===== src/design/mte_pkg.sv =====
`default_nettype none

package mte_pkg;

    // field widths fixed by the interface
    localparam int KEY_W   = 4;
    localparam int TAP_W   = 3;
    localparam int CHAR_W  = 8;
    localparam int LEN_W   = 6;
    localparam int TICK_W  = 16;
    localparam int EV_W    = 2;

    localparam logic [TICK_W-1:0] TIMEOUT_RESET = 16'd80;
    localparam logic [TICK_W-1:0] TICK_MAX      = 16'hFFFF;

    // result codes
    localparam logic [EV_W-1:0] EV_APPEND = 2'd0;
    localparam logic [EV_W-1:0] EV_REMOVE = 2'd1;
    localparam logic [EV_W-1:0] EV_SENT   = 2'd2;
    localparam logic [EV_W-1:0] EV_CLOSE  = 2'd3;

    // key codes
    localparam logic [KEY_W-1:0] KEY_DIGIT_MAX = 4'd9;
    localparam logic [KEY_W-1:0] KEY_SEND      = 4'd10;
    localparam logic [KEY_W-1:0] KEY_BACK      = 4'd11;

    // classified operation passed from front to back
    typedef enum logic [1:0] {
        OP_TICK,
        OP_DIGIT,
        OP_SEND,
        OP_BACK
    } op_t;

    typedef struct packed {
        op_t              op;
        logic [KEY_W-1:0] key;
    } cmd_t;

    // number of characters on a digit key
    function automatic logic [TAP_W-1:0] key_count(input logic [KEY_W-1:0] k);
        logic [TAP_W-1:0] c;
        case (k)
            4'd0:    c = 3'd2;
            4'd1:    c = 3'd5;
            4'd7:    c = 3'd5;
            4'd9:    c = 3'd5;
            default: c = 3'd4;
        endcase
        return c;
    endfunction

    // character shown for a key at a given tap position
    function automatic logic [CHAR_W-1:0] key_char(input logic [KEY_W-1:0] k,
                                                   input logic [TAP_W-1:0] tap);
        logic [39:0]       row;
        logic [TAP_W-1:0]  cnt;
        logic [TAP_W-1:0]  t;
        logic [TAP_W-1:0]  sh;
        logic [39:0]       shifted;
        case (k)
            4'd0:    row = 40'(" 0");
            4'd1:    row = 40'(".,!?1");
            4'd2:    row = 40'("abc2");
            4'd3:    row = 40'("def3");
            4'd4:    row = 40'("ghi4");
            4'd5:    row = 40'("jkl5");
            4'd6:    row = 40'("mno6");
            4'd7:    row = 40'("pqrs7");
            4'd8:    row = 40'("tuv8");
            4'd9:    row = 40'("wxyz9");
            default: row = 40'(" 0");
        endcase
        cnt     = key_count((k <= KEY_DIGIT_MAX) ? k : 4'd0);
        t       = (tap < cnt) ? tap : 3'd0;
        sh      = 3'(cnt - 3'd1 - t);
        shifted = row >> {sh, 3'b000};
        return shifted[CHAR_W-1:0];
    endfunction

endpackage

`default_nettype wire


===== src/design/mte_ram.sv =====
`default_nettype none

module mte_ram #(
    parameter int WIDTH = 8,
    parameter int DEPTH = 32
) (
    input  wire logic                                         clk,
    input  wire logic                                         we,
    input  wire logic [((DEPTH > 1) ? $clog2(DEPTH) : 1)-1:0] waddr,
    input  wire logic [WIDTH-1:0]                             wdata,
    input  wire logic                                         re,
    input  wire logic [((DEPTH > 1) ? $clog2(DEPTH) : 1)-1:0] raddr,
    output logic      [WIDTH-1:0]                             rdata
);

    logic [WIDTH-1:0] mem [DEPTH];

    // write port
    always_ff @(posedge clk)
    begin
        if (we)
        begin
            mem[waddr] <= wdata;
        end
    end

    // registered read port
    always_ff @(posedge clk)
    begin
        if (re)
        begin
            rdata <= mem[raddr];
        end
    end

endmodule

`default_nettype wire


===== src/design/mte_front.sv =====
`default_nettype none

module mte_front (
    input  wire logic                       clk,
    input  wire logic                       rst_n,
    input  wire logic                       in_valid,
    output logic                            in_ready,
    input  wire logic                       mode,
    input  wire logic [mte_pkg::KEY_W-1:0]  key,
    input  wire logic                       pressed,
    output logic                            cmd_valid,
    output mte_pkg::cmd_t                   cmd,
    input  wire logic                       cmd_pop
);

    localparam int QDEPTH = 2;
    localparam int PTR_W  = 1;
    localparam int CNT_W  = 2;

    mte_pkg::cmd_t    q_reg [QDEPTH];
    logic [PTR_W-1:0] wr_ptr_reg, wr_ptr_next;
    logic [PTR_W-1:0] rd_ptr_reg, rd_ptr_next;
    logic [CNT_W-1:0] cnt_reg, cnt_next;

    logic             is_cmd;
    mte_pkg::cmd_t    new_cmd;
    logic             push;

    // classify the incoming beat; releases and unused keys are dropped
    always_comb
    begin
        is_cmd      = 1'b0;
        new_cmd.op  = mte_pkg::OP_TICK;
        new_cmd.key = key;
        if (!mode)
        begin
            is_cmd = 1'b1;
        end
        else if (pressed)
        begin
            case (key) inside
                [4'd0:mte_pkg::KEY_DIGIT_MAX]:
                begin
                    is_cmd     = 1'b1;
                    new_cmd.op = mte_pkg::OP_DIGIT;
                end
                mte_pkg::KEY_SEND:
                begin
                    is_cmd     = 1'b1;
                    new_cmd.op = mte_pkg::OP_SEND;
                end
                mte_pkg::KEY_BACK:
                begin
                    is_cmd     = 1'b1;
                    new_cmd.op = mte_pkg::OP_BACK;
                end
                default:
                begin
                    is_cmd = 1'b0;
                end
            endcase
        end
    end

    assign in_ready  = (cnt_reg != CNT_W'(QDEPTH));
    assign push      = in_valid && in_ready && is_cmd;
    assign cmd_valid = (cnt_reg != '0);
    assign cmd       = q_reg[rd_ptr_reg];

    // queue pointers
    always_comb
    begin
        wr_ptr_next = push ? PTR_W'(wr_ptr_reg + 1'b1) : wr_ptr_reg;
        rd_ptr_next = cmd_pop ? PTR_W'(rd_ptr_reg + 1'b1) : rd_ptr_reg;
        cnt_next    = cnt_reg;
        if (push && !cmd_pop)
        begin
            cnt_next = CNT_W'(cnt_reg + 1'b1);
        end
        else if (!push && cmd_pop)
        begin
            cnt_next = CNT_W'(cnt_reg - 1'b1);
        end
    end

    always_ff @(posedge clk or negedge rst_n)
    begin
        if (!rst_n)
        begin
            wr_ptr_reg <= '0;
            rd_ptr_reg <= '0;
            cnt_reg    <= '0;
        end
        else
        begin
            wr_ptr_reg <= wr_ptr_next;
            rd_ptr_reg <= rd_ptr_next;
            cnt_reg    <= cnt_next;
        end
    end

    // queue storage
    always_ff @(posedge clk)
    begin
        if (push)
        begin
            q_reg[wr_ptr_reg] <= new_cmd;
        end
    end

endmodule

`default_nettype wire


===== src/design/mte_back.sv =====
`default_nettype none

module mte_back #(
    parameter int MAX_CHARS = 32
) (
    input  wire logic                        clk,
    input  wire logic                        rst_n,
    input  wire logic                        cfg_wr_en,
    input  wire logic [mte_pkg::TICK_W-1:0]  cfg_wr_data,
    input  wire logic                        cmd_valid,
    input  wire mte_pkg::cmd_t               cmd,
    output logic                             cmd_pop,
    output logic                             out_valid,
    input  wire logic                        out_ready,
    output logic [mte_pkg::EV_W-1:0]         event_res,
    output logic [mte_pkg::CHAR_W-1:0]       char_code,
    output logic                             last,
    output logic [mte_pkg::LEN_W-1:0]        length
);

    localparam int AW    = (MAX_CHARS > 1) ? $clog2(MAX_CHARS) : 1;
    localparam int LEN_W = mte_pkg::LEN_W;
    localparam logic [LEN_W-1:0] MAX_LEN = LEN_W'(MAX_CHARS);

    typedef enum logic [3:0] {
        S_IDLE  = 4'b0001,
        S_RMV   = 4'b0010,
        S_CLOSE = 4'b0100,
        S_SEND  = 4'b1000
    } state_t;

    state_t                          state_reg, state_next;
    logic [LEN_W-1:0]                len_reg, len_next;
    logic                            pend_reg, pend_next;
    logic [mte_pkg::KEY_W-1:0]       pkey_reg, pkey_next;
    logic [mte_pkg::TAP_W-1:0]       tap_reg, tap_next;
    logic [mte_pkg::TICK_W-1:0]      elapsed_reg, elapsed_next;
    logic [mte_pkg::TICK_W-1:0]      timeout_reg, timeout_next;
    logic [LEN_W-1:0]                rd_idx_reg, rd_idx_next;
    logic [LEN_W-1:0]                emit_idx_reg, emit_idx_next;
    logic                            dv_reg, dv_next;

    logic                            out_valid_reg, out_valid_next;
    logic [mte_pkg::EV_W-1:0]        event_res_reg, event_res_next;
    logic [mte_pkg::CHAR_W-1:0]      char_code_reg, char_code_next;
    logic                            last_reg, last_next;
    logic [LEN_W-1:0]                length_reg, length_next;

    logic                            ram_we;
    logic                            ram_re;
    logic [AW-1:0]                   ram_raddr;
    logic [mte_pkg::CHAR_W-1:0]      ram_rdata;

    logic                            can_emit;
    logic                            room;
    logic                            can_commit;
    logic [mte_pkg::CHAR_W-1:0]      pend_char;
    logic [mte_pkg::TICK_W-1:0]      tick_inc;
    logic [mte_pkg::TAP_W-1:0]       tap_inc;
    logic [LEN_W-1:0]                len_inc;
    logic [LEN_W-1:0]                len_dec;
    logic                            do_emit;
    logic                            issue;
    logic                            emit_last;

    assign can_emit   = !out_valid_reg || out_ready;
    assign room       = (len_reg < MAX_LEN);
    assign can_commit = pend_reg && room;
    assign pend_char  = mte_pkg::key_char(pkey_reg, tap_reg);
    assign tick_inc   = (elapsed_reg != mte_pkg::TICK_MAX)
                        ? mte_pkg::TICK_W'(elapsed_reg + 1'b1) : elapsed_reg;
    assign tap_inc    = mte_pkg::TAP_W'(tap_reg + 1'b1);
    assign len_inc    = LEN_W'(len_reg + 1'b1);
    assign len_dec    = LEN_W'(len_reg - 1'b1);
    assign do_emit    = dv_reg && can_emit;
    assign issue      = (rd_idx_reg < len_reg) && (!dv_reg || do_emit);
    assign emit_last  = (emit_idx_reg == len_dec);

    // compose buffer
    mte_ram #(
        .WIDTH (mte_pkg::CHAR_W),
        .DEPTH (MAX_CHARS)
    ) u_store (
        .clk   (clk),
        .we    (ram_we),
        .waddr (len_reg[AW-1:0]),
        .wdata (pend_char),
        .re    (ram_re),
        .raddr (ram_raddr),
        .rdata (ram_rdata)
    );

    // sequencer: carries out one command, emits one result beat per cycle while out_ready does not stall it
    always_comb
    begin
        state_next     = state_reg;
        len_next       = len_reg;
        pend_next      = pend_reg;
        pkey_next      = pkey_reg;
        tap_next       = tap_reg;
        elapsed_next   = elapsed_reg;
        timeout_next   = cfg_wr_en ? cfg_wr_data : timeout_reg;
        rd_idx_next    = rd_idx_reg;
        emit_idx_next  = emit_idx_reg;
        dv_next        = dv_reg;
        cmd_pop        = 1'b0;
        ram_we         = 1'b0;
        ram_re         = 1'b0;
        ram_raddr      = rd_idx_reg[AW-1:0];

        out_valid_next = out_ready ? 1'b0 : out_valid_reg;
        event_res_next = event_res_reg;
        char_code_next = char_code_reg;
        last_next      = last_reg;
        length_next    = length_reg;

        case (state_reg)
            S_IDLE:
            begin
                if (cmd_valid && can_emit)
                begin
                    cmd_pop = 1'b1;
                    case (cmd.op)
                        mte_pkg::OP_TICK:
                        begin
                            elapsed_next = tick_inc;
                            if (can_commit && (tick_inc >= timeout_reg))
                            begin
                                ram_we         = 1'b1;
                                len_next       = len_inc;
                                pend_next      = 1'b0;
                                pkey_next      = '0;
                                tap_next       = '0;
                                out_valid_next = 1'b1;
                                event_res_next = mte_pkg::EV_APPEND;
                                char_code_next = pend_char;
                                last_next      = 1'b1;
                                length_next    = len_inc;
                            end
                        end
                        mte_pkg::OP_DIGIT:
                        begin
                            elapsed_next = '0;
                            if (pend_reg && (pkey_reg == cmd.key))
                            begin
                                // same key again: next character on the key
                                tap_next = (tap_inc >= mte_pkg::key_count(cmd.key))
                                           ? '0 : tap_inc;
                            end
                            else
                            begin
                                if (can_commit)
                                begin
                                    ram_we         = 1'b1;
                                    len_next       = len_inc;
                                    out_valid_next = 1'b1;
                                    event_res_next = mte_pkg::EV_APPEND;
                                    char_code_next = pend_char;
                                    last_next      = 1'b1;
                                    length_next    = len_inc;
                                end
                                pend_next = 1'b1;
                                pkey_next = cmd.key;
                                tap_next  = '0;
                            end
                        end
                        mte_pkg::OP_SEND:
                        begin
                            rd_idx_next   = '0;
                            emit_idx_next = '0;
                            dv_next       = 1'b0;
                            if (can_commit)
                            begin
                                ram_we         = 1'b1;
                                len_next       = len_inc;
                                pend_next      = 1'b0;
                                pkey_next      = '0;
                                tap_next       = '0;
                                out_valid_next = 1'b1;
                                event_res_next = mte_pkg::EV_APPEND;
                                char_code_next = pend_char;
                                last_next      = 1'b0;
                                length_next    = len_inc;
                                state_next     = S_SEND;
                            end
                            else if (len_reg != '0)
                            begin
                                state_next = S_SEND;
                            end
                        end
                        mte_pkg::OP_BACK:
                        begin
                            if (len_reg != '0)
                            begin
                                // drop pending, fetch the last character
                                pend_next  = 1'b0;
                                pkey_next  = '0;
                                tap_next   = '0;
                                len_next   = len_dec;
                                ram_re     = 1'b1;
                                ram_raddr  = len_dec[AW-1:0];
                                state_next = S_RMV;
                            end
                            else if (can_commit)
                            begin
                                ram_we         = 1'b1;
                                len_next       = len_inc;
                                pend_next      = 1'b0;
                                pkey_next      = '0;
                                tap_next       = '0;
                                out_valid_next = 1'b1;
                                event_res_next = mte_pkg::EV_APPEND;
                                char_code_next = pend_char;
                                last_next      = 1'b0;
                                length_next    = len_inc;
                                state_next     = S_CLOSE;
                            end
                            else
                            begin
                                out_valid_next = 1'b1;
                                event_res_next = mte_pkg::EV_CLOSE;
                                char_code_next = '0;
                                last_next      = 1'b1;
                                length_next    = len_reg;
                            end
                        end
                        default:
                        begin
                            cmd_pop = 1'b1;
                        end
                    endcase
                end
            end
            S_RMV:
            begin
                if (can_emit)
                begin
                    out_valid_next = 1'b1;
                    event_res_next = mte_pkg::EV_REMOVE;
                    char_code_next = ram_rdata;
                    last_next      = 1'b1;
                    length_next    = len_reg;
                    state_next     = S_IDLE;
                end
            end
            S_CLOSE:
            begin
                if (can_emit)
                begin
                    out_valid_next = 1'b1;
                    event_res_next = mte_pkg::EV_CLOSE;
                    char_code_next = '0;
                    last_next      = 1'b1;
                    length_next    = len_reg;
                    state_next     = S_IDLE;
                end
            end
            S_SEND:
            begin
                // read one entry ahead of the beat being emitted
                ram_re  = issue;
                dv_next = issue || (dv_reg && !do_emit);
                if (issue)
                begin
                    rd_idx_next = LEN_W'(rd_idx_reg + 1'b1);
                end
                if (do_emit)
                begin
                    out_valid_next = 1'b1;
                    event_res_next = mte_pkg::EV_SENT;
                    char_code_next = ram_rdata;
                    last_next      = emit_last;
                    length_next    = LEN_W'(len_dec - emit_idx_reg);
                    emit_idx_next  = LEN_W'(emit_idx_reg + 1'b1);
                    if (emit_last)
                    begin
                        len_next   = '0;
                        state_next = S_IDLE;
                    end
                end
            end
            default:
            begin
                state_next = S_IDLE;
            end
        endcase
    end

    // control state
    always_ff @(posedge clk or negedge rst_n)
    begin
        if (!rst_n)
        begin
            state_reg     <= S_IDLE;
            len_reg       <= '0;
            pend_reg      <= 1'b0;
            pkey_reg      <= '0;
            tap_reg       <= '0;
            elapsed_reg   <= '0;
            timeout_reg   <= mte_pkg::TIMEOUT_RESET;
            rd_idx_reg    <= '0;
            emit_idx_reg  <= '0;
            dv_reg        <= 1'b0;
            out_valid_reg <= 1'b0;
        end
        else
        begin
            state_reg     <= state_next;
            len_reg       <= len_next;
            pend_reg      <= pend_next;
            pkey_reg      <= pkey_next;
            tap_reg       <= tap_next;
            elapsed_reg   <= elapsed_next;
            timeout_reg   <= timeout_next;
            rd_idx_reg    <= rd_idx_next;
            emit_idx_reg  <= emit_idx_next;
            dv_reg        <= dv_next;
            out_valid_reg <= out_valid_next;
        end
    end

    // output payload
    always_ff @(posedge clk)
    begin
        event_res_reg <= event_res_next;
        char_code_reg <= char_code_next;
        last_reg      <= last_next;
        length_reg    <= length_next;
    end

    assign out_valid = out_valid_reg;
    assign event_res = event_res_reg;
    assign char_code = char_code_reg;
    assign last      = last_reg;
    assign length    = length_reg;

endmodule

`default_nettype wire


===== src/design/multitap_text_entry_core.sv =====
// Multi-tap keypad text entry. Input beats are 10 ms ticks or key events; a
// front stage classifies them into a two-entry command queue, dropping
// releases and unused keys, and a back sequencer carries each command out
// against a compose buffer of MAX_CHARS characters held in a RAM. Ticks and
// digit presses are carried out in the idle state of the sequencer; back
// reads the removed character from the RAM before emitting it; send starts
// in idle, then streams the buffer at one result beat per cycle, with the RAM
// read running one entry ahead. Result beats are held in an output register
// and stall the sequencer only while out_ready is low. The timeout register
// is written through cfg_wr_en/cfg_wr_data and resets to 80 ticks.
`default_nettype none

module multitap_text_entry_core #(
    parameter int MAX_CHARS = 32
) (
    input  wire logic                        clk,
    input  wire logic                        rst_n,
    input  wire logic                        cfg_wr_en,
    input  wire logic [mte_pkg::TICK_W-1:0]  cfg_wr_data,
    input  wire logic                        in_valid,
    output logic                             in_ready,
    input  wire logic                        mode,
    input  wire logic [mte_pkg::KEY_W-1:0]   key,
    input  wire logic                        pressed,
    output logic                             out_valid,
    input  wire logic                        out_ready,
    output logic [mte_pkg::EV_W-1:0]         event_res,
    output logic [mte_pkg::CHAR_W-1:0]       char_code,
    output logic                             last,
    output logic [mte_pkg::LEN_W-1:0]        length
);

    logic          cmd_valid;
    mte_pkg::cmd_t cmd;
    logic          cmd_pop;

    // classify and queue
    mte_front u_front (
        .clk       (clk),
        .rst_n     (rst_n),
        .in_valid  (in_valid),
        .in_ready  (in_ready),
        .mode      (mode),
        .key       (key),
        .pressed   (pressed),
        .cmd_valid (cmd_valid),
        .cmd       (cmd),
        .cmd_pop   (cmd_pop)
    );

    // execute and emit results
    mte_back #(
        .MAX_CHARS (MAX_CHARS)
    ) u_back (
        .clk         (clk),
        .rst_n       (rst_n),
        .cfg_wr_en   (cfg_wr_en),
        .cfg_wr_data (cfg_wr_data),
        .cmd_valid   (cmd_valid),
        .cmd         (cmd),
        .cmd_pop     (cmd_pop),
        .out_valid   (out_valid),
        .out_ready   (out_ready),
        .event_res   (event_res),
        .char_code   (char_code),
        .last        (last),
        .length      (length)
    );

endmodule

`default_nettype wire

===== config.mk =====
export PLATFORM = sky130hd
export DESIGN_NAME = multitap_text_entry_core
export DESIGN_NICKNAME = d
export VERILOG_FILES = /design/src/design/mte_pkg.sv /design/src/design/mte_ram.sv /design/src/design/mte_front.sv /design/src/design/mte_back.sv /design/src/design/multitap_text_entry_core.sv
export SDC_FILE = /design/constraint.sdc
export NUM_CORES = 1
export LEC_CHECK = 0
export ABC_AREA = 1
export BUFFER_PORTS_ARGS = -buffer_cell sky130_fd_sc_hd__buf_2
export CELL_PAD_IN_SITES_DETAIL_PLACEMENT = 0
export CELL_PAD_IN_SITES_GLOBAL_PLACEMENT = 1
export CORE_MARGIN = 2
export CORE_UTILIZATION = 49
export DETAILED_ROUTE_END_ITERATION = 16
export PLACE_DENSITY_LB_ADDON = 0.1
export SLEW_MARGIN = 10
export SYNTH_ARGS = -nofsm -noshare
export SYNTH_HDL_FRONTEND = slang
export SYNTH_SLANG_ARGS = --single-unit

===== constraint.sdc =====
create_clock -name clk -period 6.1 [get_ports clk]
set_input_delay 1.22 -clock clk [delete_from_list [all_inputs] [get_ports clk]]
set_output_delay 1.22 -clock clk [all_outputs]
set_load 0.01 [all_outputs]

# ---- After elaboration in Yosys (flattened, before gate mapping)
# Memories as Yosys holds them, arrays and structs flattened. A register that Yosys moved wholly into a read port is not among the register bits.
# Cells that the tools add are included.
dict set report totals {
  rom_bits 496
  ram_bits 268
  out_inout_bits 19
  ff_bits 85
  wordCells 262
  latch_bits 0
  mem_count 3
  inputBits 27
}
# name words width read_ports rd_clocked_by_memory_dff write_ports line
set mem_list {}
lappend mem_list {{(no name shown)} 16 31 1 0 0 mte_pkg.sv:61} ;# case (k)
lappend mem_list {u_back.u_store.mem 32 8 1 1 1 mte_ram.sv:16} ;# logic [WIDTH-1:0] mem [DEPTH];
lappend mem_list {u_front.q_reg 2 6 1 0 1 mte_front.sv:20} ;# mte_pkg::cmd_t q_reg [QDEPTH];
dict set report op_classes {
  n_lt_le_gt_ge 8
  add_sub_neg 13
  n_reduce_logical 44
  div_mod_pow 0
  n_mul 0
  muxes 138
  n_eq_ne 37
  bitwise_logic 0
  shifts 1
}
# op count
set op_table {}
lappend op_table {{two-way mux 6 bit} 17}
lappend op_table {{two-way mux 8 bit} 9}
lappend op_table {{case mux 8 bit (4 select lines)} 2}
lappend op_table {{two-way mux 4 bit} 13}
lappend op_table {{case mux 6 bit (4 select lines)} 2}
lappend op_table {{two-way mux 1 bit} 43}
lappend op_table {{>> shifter 40 x 6 -> 8 bit} 1}
lappend op_table {{case mux 6 bit (2 select lines)} 3}
lappend op_table {{two-way mux 2 bit} 16}
lappend op_table {{case mux 16 bit (2 select lines)} 1}
lappend op_table {{two-way mux 3 bit} 10}
lappend op_table {{== test 4 bit, second input constant} 5}
lappend op_table {{two-way mux 5 bit} 4}
lappend op_table {{adder 6 x 1 -> 6 bit, second input constant} 3}
lappend op_table {{case mux 6 bit (3 select lines)} 1}
lappend op_table {{adder 16 x 1 -> 16 bit, second input constant} 1}
lappend op_table {{greater-or-equal comparator 16 bit} 1}
lappend op_table {{two-way mux 16 bit} 1}
lappend op_table {{!= test 16 bit, second input constant} 1}
lappend op_table {{!= test 2 x 1 -> 1 bit, second input constant} 8}
lappend op_table {{case mux 1 bit (4 select lines)} 4}
lappend op_table {{case mux 2 bit (4 select lines)} 2}
lappend op_table {{case mux 4 bit (4 select lines)} 1}
lappend op_table {{AND reduction 7 bit} 2}
lappend op_table {{other kinds (47)} 90}

# ---- Depth between registers and ports, before layout
dict set report depth {
  word_depth 14
  depth_mapped 28
  depth_no_buf 26
}

# ---- Hierarchy
# From an unflattened synthesis, not the netlist that was laid out.
dict set report hier_totals {
  cells_unflattened 1905
  area_unflattened_um2 18129.9
}
# module area_per_inst_um2 n_inst cells_per_inst seq_area_each_um2
set by_module_without_submodules {}
lappend by_module_without_submodules {mte_ram 10866.7 1 922 7927.6}
lappend by_module_without_submodules {mte_back 6548.8 1 926 2115.8}
lappend by_module_without_submodules {mte_front 714.4 1 57 460.4}

# ---- Worst setup path before layout
# No wires, ideal clock.
dict set report synth_path {
  kind {register to register}
  startpoint {reg u_back.pkey_reg[1] in the netlist's numbering}
  endpoint {mem u_back.u_store.mem[0][5] (data pin)}
  path_stages_with_launch 26
  arrival_time_ns 4.537
  n_path_buf 2
  slack_ns 1.166
  synth_period_minus_slack_ns 4.934
  setup_ns 0.398
  path_cell_list {dfrtp_1 clkbuf_1 inv_1 ha_1 inv_1 nor2_1 nor2_1 o21ai_1 o31ai_1 nand2_1 inv_1 ha_1 nand2_1 inv_1 nand2_1 nand3_1 ha_1 inv_1 fa_1 clkbuf_1 inv_1 nor2_1 inv_1 nor2_1 a31oi_1 a31oi_1}
}
dict set report synth_via {
  elab_chain_len 9
}
# element line
set synth_lines {}
lappend synth_lines {{start, declared} mte_back.sv:35} ;# logic [mte_pkg::KEY_W-1:0] pkey_reg, pkey_next;
lappend synth_lines {{start signal, assigned} mte_back.sv:311} ;# pkey_reg <= pkey_next;
lappend synth_lines {{less-or-equal comparator 4 bit} mte_pkg.sv:74} ;# cnt = key_count((k <= KEY_DIGIT_MAX) ? k : 4'd0);
lappend synth_lines {{two-way mux 4 bit} mte_pkg.sv:74}
lappend synth_lines {{== test 4 x 1 -> 1 bit (tied with other cells)} mte_pkg.sv:43} ;# case (k)
lappend synth_lines {{OR reduction 3 bit (no source line)} -}
lappend synth_lines {{case mux 3 bit (2 select lines)} mte_pkg.sv:43}
lappend synth_lines {{less-than comparator 3 bit} mte_pkg.sv:75} ;# t = (tap < cnt) ? tap : 3'd0;
lappend synth_lines {{two-way mux 3 bit} mte_pkg.sv:75}
lappend synth_lines {{subtractor 3 bit} mte_pkg.sv:76} ;# sh = 3'(cnt - 3'd1 - t);
lappend synth_lines {{>> shifter 40 x 6 -> 8 bit (*)} mte_pkg.sv:77} ;# shifted = row >> {sh, 3'b000};
lappend synth_lines {{net u_back.pend_char, one bit} mte_back.sv:57} ;# logic [mte_pkg::CHAR_W-1:0] pend_char;
lappend synth_lines {{end, declared} mte_ram.sv:16}
# The timed path passes the listed nets; every way through them passes the cells marked *.

# ---- Worst setup path in the final report
dict set report layout_path {
  startpoint {reg u_back.pkey_reg[1] in the netlist's numbering}
  endpoint {mem u_back.u_store.mem[21][4] (data pin)}
}
# Same word-level chain as after synthesis.

==> run_results.csv <==
group,metric,value,unit
floorplanning,rows,68,
grt,grt_pass1_vias,12113,
timing,slew_headroom,16.2,%
placement,port_buffers,44,
power,power_leakage,8.59,nW
power,p_comb_share,43.5,%
timing,setup_viol,0,
floorplanning,coreArea,34500,µm²
drt,via_count,12708,
drt,drt-initial-drc-count,935,
yosys,syn_area,17200,µm²
worst_setup_path,crit_path_end_kind,"flop",
drt,wl_per_cell,17.3,µm
yosys,synth-edff-count,259,
drt,antenna_left,0,
clock_network,clock-sinks,327,
floorplanning,initial_utilization,49.9,%
clock_network,cts_resized,0,
clock_network,cts_tree,"done",
worst_setup_path,slowest_delay,0.65,ns
min_path,hold_class,"flop to flop",
timing,period_needed,5.19,ns
grt,grt_pass1_wl,67.0,mm
placement,place_ws,0.952,ns
drt,first_pass_iters,5,
yosys,synthesis.nets,2004,
clock_network,clock_path_buffers,3,
drt,route.detailed.drc,0,
power,intPower,0.00579,W
yosys,synthArstFlopShare,20.8,%
power,p_seq_share,33.6,%
worst_setup_path,cp.buffers_inverters,8,
yosys,synth_area_per_cell,8.96,µm²
timing,holdWs,0.515,ns
worst_setup_path,critPathLaunchType,"flop",
grt,grtUsageTotal,23.7,%
worst_setup_path,worstPathCellList,"inv_1 > ha_1 > inv_1 > nor2_1 > nor2_1 > o21ai_1 > o31ai_1 > nand2_1 > inv_1 > ha_1 > nand2_1 > inv_1 > nand2_1 > nand3_1 > ha_1 > inv_1 > fa_1 > inv_1 > nor2_1 > inv_1 > nor3b_1 > nand3_1 > nand2_1 > buf_4",
power,power_frac_clock,22.8,%
power,switching_share,42.3,%
grt,grt-ovfl-total,0,
timing,timing.setup.tns,0,ns
clock_network,hold_buffers,0,
clock_network,cts-htree-levels,2,
drt,via_per_inst,5.22,
timing,final_hold_viol_count,0,
worst_setup_path,critPathTopFamily,"simple AND/OR/NAND/NOR gates",
power,switching_power,0.00424,W
worst_setup_path,required,6.40,ns
final_layout,largest_reg_flops,224,
worst_setup_path,crit_path_top_delay_cell,"fa_1",
clock_network,clkLatencyLatePin,0.52,ns
floorplanning,die_height,191,µm
final_layout,antenna_cells,0,
grt,antenna_found_initial,1,
clock_network,clkTransAtPathRegs,0.06,ns
timing,worst_pin_slew,1.25,ns
yosys,seq_area_frac_synth,55.1,%
floorplanning,ios,46,
power,power_density,526,nW/µm²
yosys,synth_top_flop_cell,"edfxtp_1",
timing,drv_slew,0,
timing,rsz0062_at_grt,"false",
job,cap_violations,0,
placement,dp_hpwl,28.4,mm
yosys,ys_types,55,
timing,fmax,193,MHz
floorplanning,die-area,36700,µm²
final_layout,nets,2037,
worst_setup_path,crit_path_frequent_cell,"inv_1",
clock_network,cts-root-buf,"clkbuf_16",
worst_setup_path,critPathKind,"flop to flop",
floorplanning,die_x,191,µm
timing,finalCritPeriodShare,85.0,%
yosys,ys_warn_count,0,
timing,fin_ws,0.913,ns
clock_network,postCtsSetupRepairBufs,0,
grt,grt_max_degree,78,
power,ir_drop,0.289,mV
placement,place_congestion,0.888,
yosys,synthCells,1923,
timing,clock_skew,0.0310,ns
final_layout,syn_to_final_growth,10.8,%
final_layout,drive_above_1_share,7.99,%
drt,routed_wl,42.0,mm
clock_network,cts_inserted_buffers,37,
yosys,synth_seq_cells,327,
worst_setup_path,worstPathMaxFanout,22,
worst_setup_path,cp.arrival,5.49,ns
run_status,outcome,"finished clean",
-- through the flow --
step,area [µm²],total power [W],instances,util (%)
final,19100,0.0100,2433,55.2
after global routing,19100,0.0107,2433,55.2
after CTS,19100,0.0101,2433,55.2
after detailed placement,17800,0.00779,2372,51.6
after global placement,17800,0.00775,2372,51.6
after floorplan,17200,0.00638,1923,-
-- placed cells by master, fill, tap and decap left out, types with 19 or more instances in the layout --
master,n
a21oi_1,36
buf_2,44
clkbuf_16,39
dfrtp_1,65
edfxtp_1,259
ha_1,52
inv_1,341
nand2_1,442
nand3_1,282
nand3b_1,23
nand4_1,19
nor2_1,110
nor3_1,19
o21ai_0,80
xor2_1,22
-- cell type report --
class | instances | area [µm²]
fillers | 3173 | 15500
repair buffers | 59 | 358
well taps | 455 | 569
clock buffers | 45 | 1020
flip-flops and latches | 327 | 9480
clock inverters | 16 | 234
multi-input cells | 1181 | 6100
inverters | 350 | 1310
-- layer usage --
layer	up-vias	GRT usage [%]	part of all wire, %
li1	6390	-	-
met3	74	3.16	4.6
met1	5921	33.1	46
met5	-	0	0
met4	0	6.72	2.4
met2	323	38.7	47
-- logic make-up (layout without fill, tap and decap cells) --
logic type / Yosys count / after routing / share of synthesized area (%)
simple gates: 927 / 927 / 24.0
buf+inv: 415 / 470 / 9.74
flops: 327 / 327 / 55.1
compound gates: 171 / 171 / 5.75
fa+ha+maj: 54 / 54 / 4.01
xor+xnor: 27 / 27 / 1.37
other cells: 1 / 1 / 0.0218
mux: 1 / 1 / 0.0654
-- power groups by stage --
| stage | clock network (W) | registers, W | logic (W) |
|---|---|---|---|
| final | 0.00229 | 0.00338 | 0.00437 |
| after floorplan | 0 | 0.00337 | 0.00301 |
| after global placement | 0 | 0.00342 | 0.00433 |
| after global routing | 0.00241 | 0.00341 | 0.00490 |
| after CTS | 0.00233 | 0.00338 | 0.00439 |
| after detailed placement | 0 | 0.00342 | 0.00438 |
-- tightest hold or removal path, cell delays in order, from the launching register on --
cell     delay, ns
dfstp_2       0.36
inv_1         0.07
o21ai_0       0.08
-- cell usage after synthesis, types with 6 or more instances --
library cell,n,area (µm²)
clkbuf_1,17,63.8
ha_1,52,651
o22ai_1,13,81.3
edfxtp_1,259,7780
nand4_1,19,119
o211ai_1,7,52.6
nor3_1,19,95.1
nand3b_1,23,173
dfrtp_1,65,1630
a21oi_1,36,180
or2_2,7,43.8
nor2_1,110,413
inv_1,341,1280
buf_2,26,130
nand3_1,282,1410
o21ai_0,80,400
nand2_1,442,1660
xor2_1,22,193
buf_4,11,82.6
o221ai_1,6,52.6
buf_6,6,67.6
-- final timing paths --
path                                             from  slack (ns)  cells after the start                        end
max in group asynchronous                       rst_n        4.61                      2     u_back.elapsed_reg[15]
worst max-delay path               u_back.pkey_reg[1]        0.91                     24  u_back.u_store.mem[21][4]
worst max register to register     u_back.pkey_reg[1]        0.91                     24  u_back.u_store.mem[21][4]
worst min register to register  u_back.timeout_reg[6]        0.52                      2      u_back.timeout_reg[6]
worst min-delay path            u_back.timeout_reg[6]        0.52                      2      u_back.timeout_reg[6]
min in group asynchronous                       rst_n        0.92                      2        u_back.state_reg[2]
(Power assumes the default switching activity.)
